## config.mk

```make
export PLATFORM = sky130hd
export DESIGN_NAME = lrfa_div
export DESIGN_NICKNAME = d
export VERILOG_FILES = /design/src/rtl/core/lrfa_pkg.sv /design/src/rtl/core/lrfa_div.sv
export SDC_FILE = /design/constraint.sdc
export NUM_CORES = 1
export LEC_CHECK = 0
export ABC_AREA = 1
export ABC_CLOCK_PERIOD_IN_PS = 2900
export BUFFER_PORTS_ARGS = -buffer_cell sky130_fd_sc_hd__buf_2
export CORE_MARGIN = 4
export CORE_UTILIZATION = 40
export DETAILED_ROUTE_END_ITERATION = 8
export MAX_ROUTING_LAYER = met4
export PLACE_DENSITY = 0.71
export RECOVER_POWER = 50
export REMOVE_ABC_BUFFERS = 1
export SKIP_CTS_REPAIR_TIMING = 1
export SLEW_MARGIN = 20
export SYNTH_ARGS = -nofsm -noshare
export SYNTH_HDL_FRONTEND = slang
export SYNTH_SLANG_ARGS = --single-unit
```

## constraint.sdc

```tcl
create_clock -name clk_i -period 2.9 [get_ports clk_i]
set_input_delay 0.145 -clock clk_i [delete_from_list [all_inputs] [get_ports clk_i]]
set_output_delay 0.145 -clock clk_i [all_outputs]
set_load 0.01 [all_outputs]
```

## src/rtl/core/lrfa_pkg.sv

```systemverilog
// ----------------------------------------------------------------------------
// lrfa_pkg
// Types and constants shared by the file apportionment block.
// ----------------------------------------------------------------------------
package lrfa_pkg;

  localparam int MAX_WORKERS = 16;
  localparam int IDX_BITS    = 4;
  localparam int CNT_BITS    = 5;
  localparam int FILE_BITS   = 20;
  localparam int WEIGHT_BITS = 16;
  localparam int TOT_BITS    = 24;
  localparam int WTOT_BITS   = 20;
  localparam int CACHE_BITS  = 32;
  localparam int BW_BITS     = 40;
  localparam int PROD_BITS   = 64;
  localparam int CFG_IDX_BITS  = 1;
  localparam int CFG_DATA_BITS = 5;

  localparam logic [CFG_IDX_BITS-1:0] REG_WORKER_COUNT = 1'd0;
  localparam logic [CFG_IDX_BITS-1:0] REG_MIG_DISABLE  = 1'd1;

  localparam logic KIND_ALLOC = 1'b0;
  localparam logic KIND_MOVE  = 1'b1;

  typedef struct packed {
    logic [FILE_BITS-1:0]   current_files;
    logic [WEIGHT_BITS-1:0] worker_weight;
    logic [CACHE_BITS-1:0]  app_cache_total;
    logic [BW_BITS-1:0]     app_bandwidth_total;
    logic                   is_final;
  } in_item_t;

  typedef struct packed {
    logic                   record_kind;
    logic [IDX_BITS-1:0]    worker_index;
    logic [IDX_BITS-1:0]    dest_worker;
    logic [FILE_BITS-1:0]   file_count;
    logic [CACHE_BITS-1:0]  cache_share;
    logic [BW_BITS-1:0]     bandwidth_share;
    logic [WEIGHT_BITS-1:0] weight_out;
    logic                   error_flag;
    logic                   last_record;
  } out_item_t;

  typedef enum logic [3:0] {
    ST_IDLE,
    ST_MUL,
    ST_DIV_GO,
    ST_DIV_WAIT,
    ST_PICK,
    ST_SCAN,
    ST_ALLOC,
    ST_EMIT,
    ST_MIG,
    ST_FIN
  } state_e;

  typedef enum logic [1:0] {
    PH_SPLIT,
    PH_CACHE,
    PH_BW
  } phase_e;

endpackage

```

## src/rtl/core/lrfa_div.sv

```systemverilog
// ----------------------------------------------------------------------------
// lrfa_div
// Restoring divider, one quotient bit per cycle, done pulses after the last.
// ----------------------------------------------------------------------------
module lrfa_div (
  input  logic                          clk_i,
  input  logic                          rst_ni,
  input  logic                          start_i,
  input  logic [lrfa_pkg::PROD_BITS-1:0] dividend_i,
  input  logic [lrfa_pkg::TOT_BITS-1:0]  divisor_i,
  output logic                          done_o,
  output logic [lrfa_pkg::PROD_BITS-1:0] quot_o,
  output logic [lrfa_pkg::TOT_BITS-1:0]  rem_o
);
  import lrfa_pkg::*;

  localparam int STEP_BITS = $clog2(PROD_BITS);

  logic                  busy_q, done_q;
  logic [STEP_BITS-1:0]  cnt_q;
  logic [PROD_BITS-1:0]  quo_q;
  logic [TOT_BITS-1:0]   rem_q, dvs_q;
  logic [TOT_BITS:0]     trial;
  logic                  fits;
  logic [TOT_BITS:0]     diff;

  assign trial = {rem_q, quo_q[PROD_BITS-1]};
  assign fits  = trial >= {1'b0, dvs_q};
  assign diff  = trial - {1'b0, dvs_q};

  always_ff @(posedge clk_i or negedge rst_ni) begin
    if (!rst_ni) begin
      busy_q <= 1'b0;
      done_q <= 1'b0;
      cnt_q  <= '0;
    end else begin
      done_q <= 1'b0;
      if (start_i) begin
        busy_q <= 1'b1;
        cnt_q  <= '0;
      end else if (busy_q) begin
        cnt_q <= cnt_q + 1'b1;
        if (cnt_q == STEP_BITS'(PROD_BITS - 1)) begin
          busy_q <= 1'b0;
          done_q <= 1'b1;
        end
      end
    end
  end

  always_ff @(posedge clk_i) begin
    if (start_i) begin
      quo_q <= dividend_i;
      rem_q <= '0;
      dvs_q <= divisor_i;
    end else if (busy_q) begin
      quo_q <= {quo_q[PROD_BITS-2:0], fits};
      rem_q <= fits ? diff[TOT_BITS-1:0] : trial[TOT_BITS-1:0];
    end
  end

  assign done_o = done_q;
  assign quot_o = quo_q;
  assign rem_o  = rem_q;

endmodule

```

==> impl_metrics.tcl <==
set metrics [dict create \
    p_comb_frac 0.367 \
    dr_wl_met2_um 9255 \
    clkSinkCount 120 \
    hp-start "dividend_i[34]" \
    drt_pass1_iterations 5 \
    min_period_ns 2.357 \
    fp-row-count 47 \
    rrSetupSlack_ns 0.58 \
    finalWeightedCongestion 0.9401 \
    p_total_uw 6827 \
    insertion_delay_ns 0.42 \
    grt_remaining_overflow 0 \
    wl_per_cell_um 14.14 \
    wl_met1_um 8375 \
    start_util 0.4123 \
    ff2ff_path_depth 13 \
    routed_wl_um 19220 \
    max-vdd-ir-drop_uv 424.0 \
    synth_area_per_cell_sq_um 7.693 \
    antenna_found_initial 0 \
    seqPwrFrac 0.333 \
    coreArea_sq_um 16700 \
    whs_endpoint "quot_o[34]" \
    power_density_nw_per_um2 759.7 \
    dieHeight_um 139.2 \
    r2r-end "rem_o[4]" \
    maxCapViolations 1 \
    worst-path-max-fanout 74 \
    vias 6365 \
    tns_ns 0 \
    switching_share 0.3829 \
    num-nets-final 1244 \
    htree_levels 4 \
    max_slew_margin -0.09789 \
    violations "hold timing, capacitance limit, slew limit" \
    die_x_um 139.2 \
    synth_top_area_share 0.3838 \
    skew_ns 0.01038 \
    finalHoldWorstSlack_ns -0.006333 \
    p_leak_uw 0.004697 \
    io-pin-count 180 \
    syn_area_sq_um 6885 \
    min_path_type "in -> reg" \
    p_int_uw 4213 \
    wl_met3_um 1232 \
    ys_top_cells_by_area "edfxtp_1 38%, nand2_1 22%, dfxtp_1 7.0%, inv_1 6.9%, ha_1 4.5%" \
    topRoutingLayerUsed "met4" \
    grt_pass1_vias 6219 \
    io_buffers 179 \
    clk_pin_slew_worst_paths_ns 0.07 \
    netlist_instances 895 \
    finalNonFillerCells 1360 \
    cp_common_cell "nand2_1" \
    cts_buffer_depth 2 \
    vias_per_cell 4.680 \
    final-setup-viol-count 0 \
    crit_family "buffers and inverters" \
    ant_nets 0 \
    p_clk_frac 0.300 \
    root_buffer "clkbuf_16" \
    cts_made_buffers 17 \
    fin_crit_sh 0.8127 \
    yosys.area.top_type "edfxtp_1" \
    ys_warn_count 0 \
    critPathLaunch "start_i" \
    area_growth_pct 30.53 \
    diodes 0 \
    fmaxAchievable_mhz 424.3 \
    dp_hpwl_um 13900 \
    dieArea_sq_um 19380 \
    synth_sequential_area_ratio 0.4826 \
    cp.buffers_inverters 2 \
    required_ns 3.17 \
    p_switching_uw 2614 \
    final_max_slew_viol_count 75 \
    cp_slowest_stage_delay_ns 1.32 \
    worstSetupEndpointType "flop" \
    fillers 1647 \
    ys_ff_latch 120 \
    grt_pass1_wl_um 30280 \
    cts_tree "built" \
    drtIter0Drc 340 \
    drc 0 \
    critPathLaunchType "input pin" \
    hold_depth 3 \
    critPathKind "in -> reg" \
    status "finished with violations" \
    dpl-instance-area_sq_um 8023 \
    design_area_sq_um 8987 \
    drive_gt1_frac 0.1816 \
    arrival_ns 2.63 \
    final_hold_viol_count 5 \
    r2r_start "dvs_q[11]" \
    placedCellCount 1280 \
    path_cells "clkbuf_1, clkbuf_2, nand2_1, nand2_1" \
    grt_max_degree 78 \
    grt_setup_unrepaired "false" \
    tightest_slew_ns 1.647 \
    synth_cell_types 39 \
    worst_path_max_delay_cell "clkbuf_2" \
    grt_use_total 0.2004 \
]
[cell type report]
cell class / count / area [sq um] / area share
repair buffers: 237 / 1396 / 0.1554
clock inverters: 14 / 137.6 / 0.01531
multi-input cells: 615 / 2915 / 0.3244
inverters: 136 / 510.5 / 0.05680
clock buffers: 18 / 429.2 / 0.04775
flip-flops and latches: 120 / 3323 / 0.3698
well taps: 220 / 275.3 / 0.03063
[Yosys cell counts]
master / number
fa_1: 1
buf_6: 2
nand2_2: 11
a31oi_1: 1
nand2_4: 1
nor2_4: 1
xnor2_1: 8
ha_1: 25
a22o_1: 1
buf_2: 3
inv_1: 126
or2_2: 1
o21bai_1: 1
nand2_1: 401
nor3_1: 1
xor2_1: 1
o21ai_1: 8
dfrtp_1: 8
a21oi_1: 14
nand3_1: 60
buf_8: 1
nor2_1: 38
nor3_2: 1
nand3b_1: 7
nor2_2: 3
o21ai_0: 8
nand4_1: 8
nand3_2: 8
nor4_1: 1
nand3b_4: 1
inv_2: 8
a21oi_2: 2
o221ai_1: 1
clkbuf_1: 17
dfxtp_1: 24
clkinv_1: 2
nor3_4: 1
buf_12: 1
edfxtp_1: 88
[through the flow]
| stage | worst slack [ns] | util |
|---|---|---|
| after floorplan | 0.4470 | - |
| after global placement | 0.6748 | 0.4804 |
| after detailed placement | 0.6458 | 0.4804 |
| after CTS | 0.5893 | 0.5143 |
| after global routing | 0.2942 | 0.5381 |
| final | 0.5433 | 0.5381 |
[power groups by stage]
stage                     combinational [uW]  clock (uW)  sequential [uW]
final                                   2510        2050             2280
after global routing                    2840        2170             2310
after CTS                               2510        2080             2270
after detailed placement                2490           0             2300
after global placement                  2470           0             2300
after floorplan                         1630           0             2370
[kinds of logic after synthesis]
| logic type | count (synthesis) | share of synthesized area |
|---|---|---|
| XOR/XNOR | 9 | 0.01145 |
| AND/OR/NAND/NOR | 544 | 0.3347 |
| adder cells (fa/ha/maj) | 26 | 0.04834 |
| AO/OA/AOI/OAI | 36 | 0.02890 |
| buffers and inverters | 160 | 0.09395 |
| flip-flops | 120 | 0.4826 |
[worst min-delay path, stage by stage]
cell and delay [ns]:
buf_2 0.07, nand2_1 0.04, nand2_1 0.05
[flip-flops by register name, summed over array words and instances (netlist names)]
register,count
busy_q,1
cnt_q,6
done_o,1
dvs_q,24
quot_o,64
rem_o,24
[per-layer routing]
| layer | track usage | vias up |
|---|---|---|
| met5 | - | - |
| met4 | 0.05149 | 0 |
| met3 | 0.06241 | 25 |
| met2 | 0.3314 | 221 |
| met1 | 0.2392 | 2843 |
| li1 | - | 3276 |
[cell usage in the layout, fill, tap and decap left out, types with 11 or more instances in the layout]
cell           count
clkbuf_16         17
ha_1              25
nand2_2           11
clkbuf_1          51
dfxtp_1           24
a21oi_1           14
nand3_1           60
edfxtp_1          88
buf_2            130
nor2_1            38
nand2_1          401
dlygate4sd3_1     48
inv_1            126
[how the worst max path moves through the flow]
stage | endpoint | cells past startpoint
floorplan | quot_o[0] | 2
global placement | rem_o[22] | 11
global route | quot_o[36] | 4
detailed placement | rem_o[12] | 13
finish | quot_o[36] | 4
CTS | rem_o[4] | 13
No activity file was read; power rests on OpenSTA's default activity.
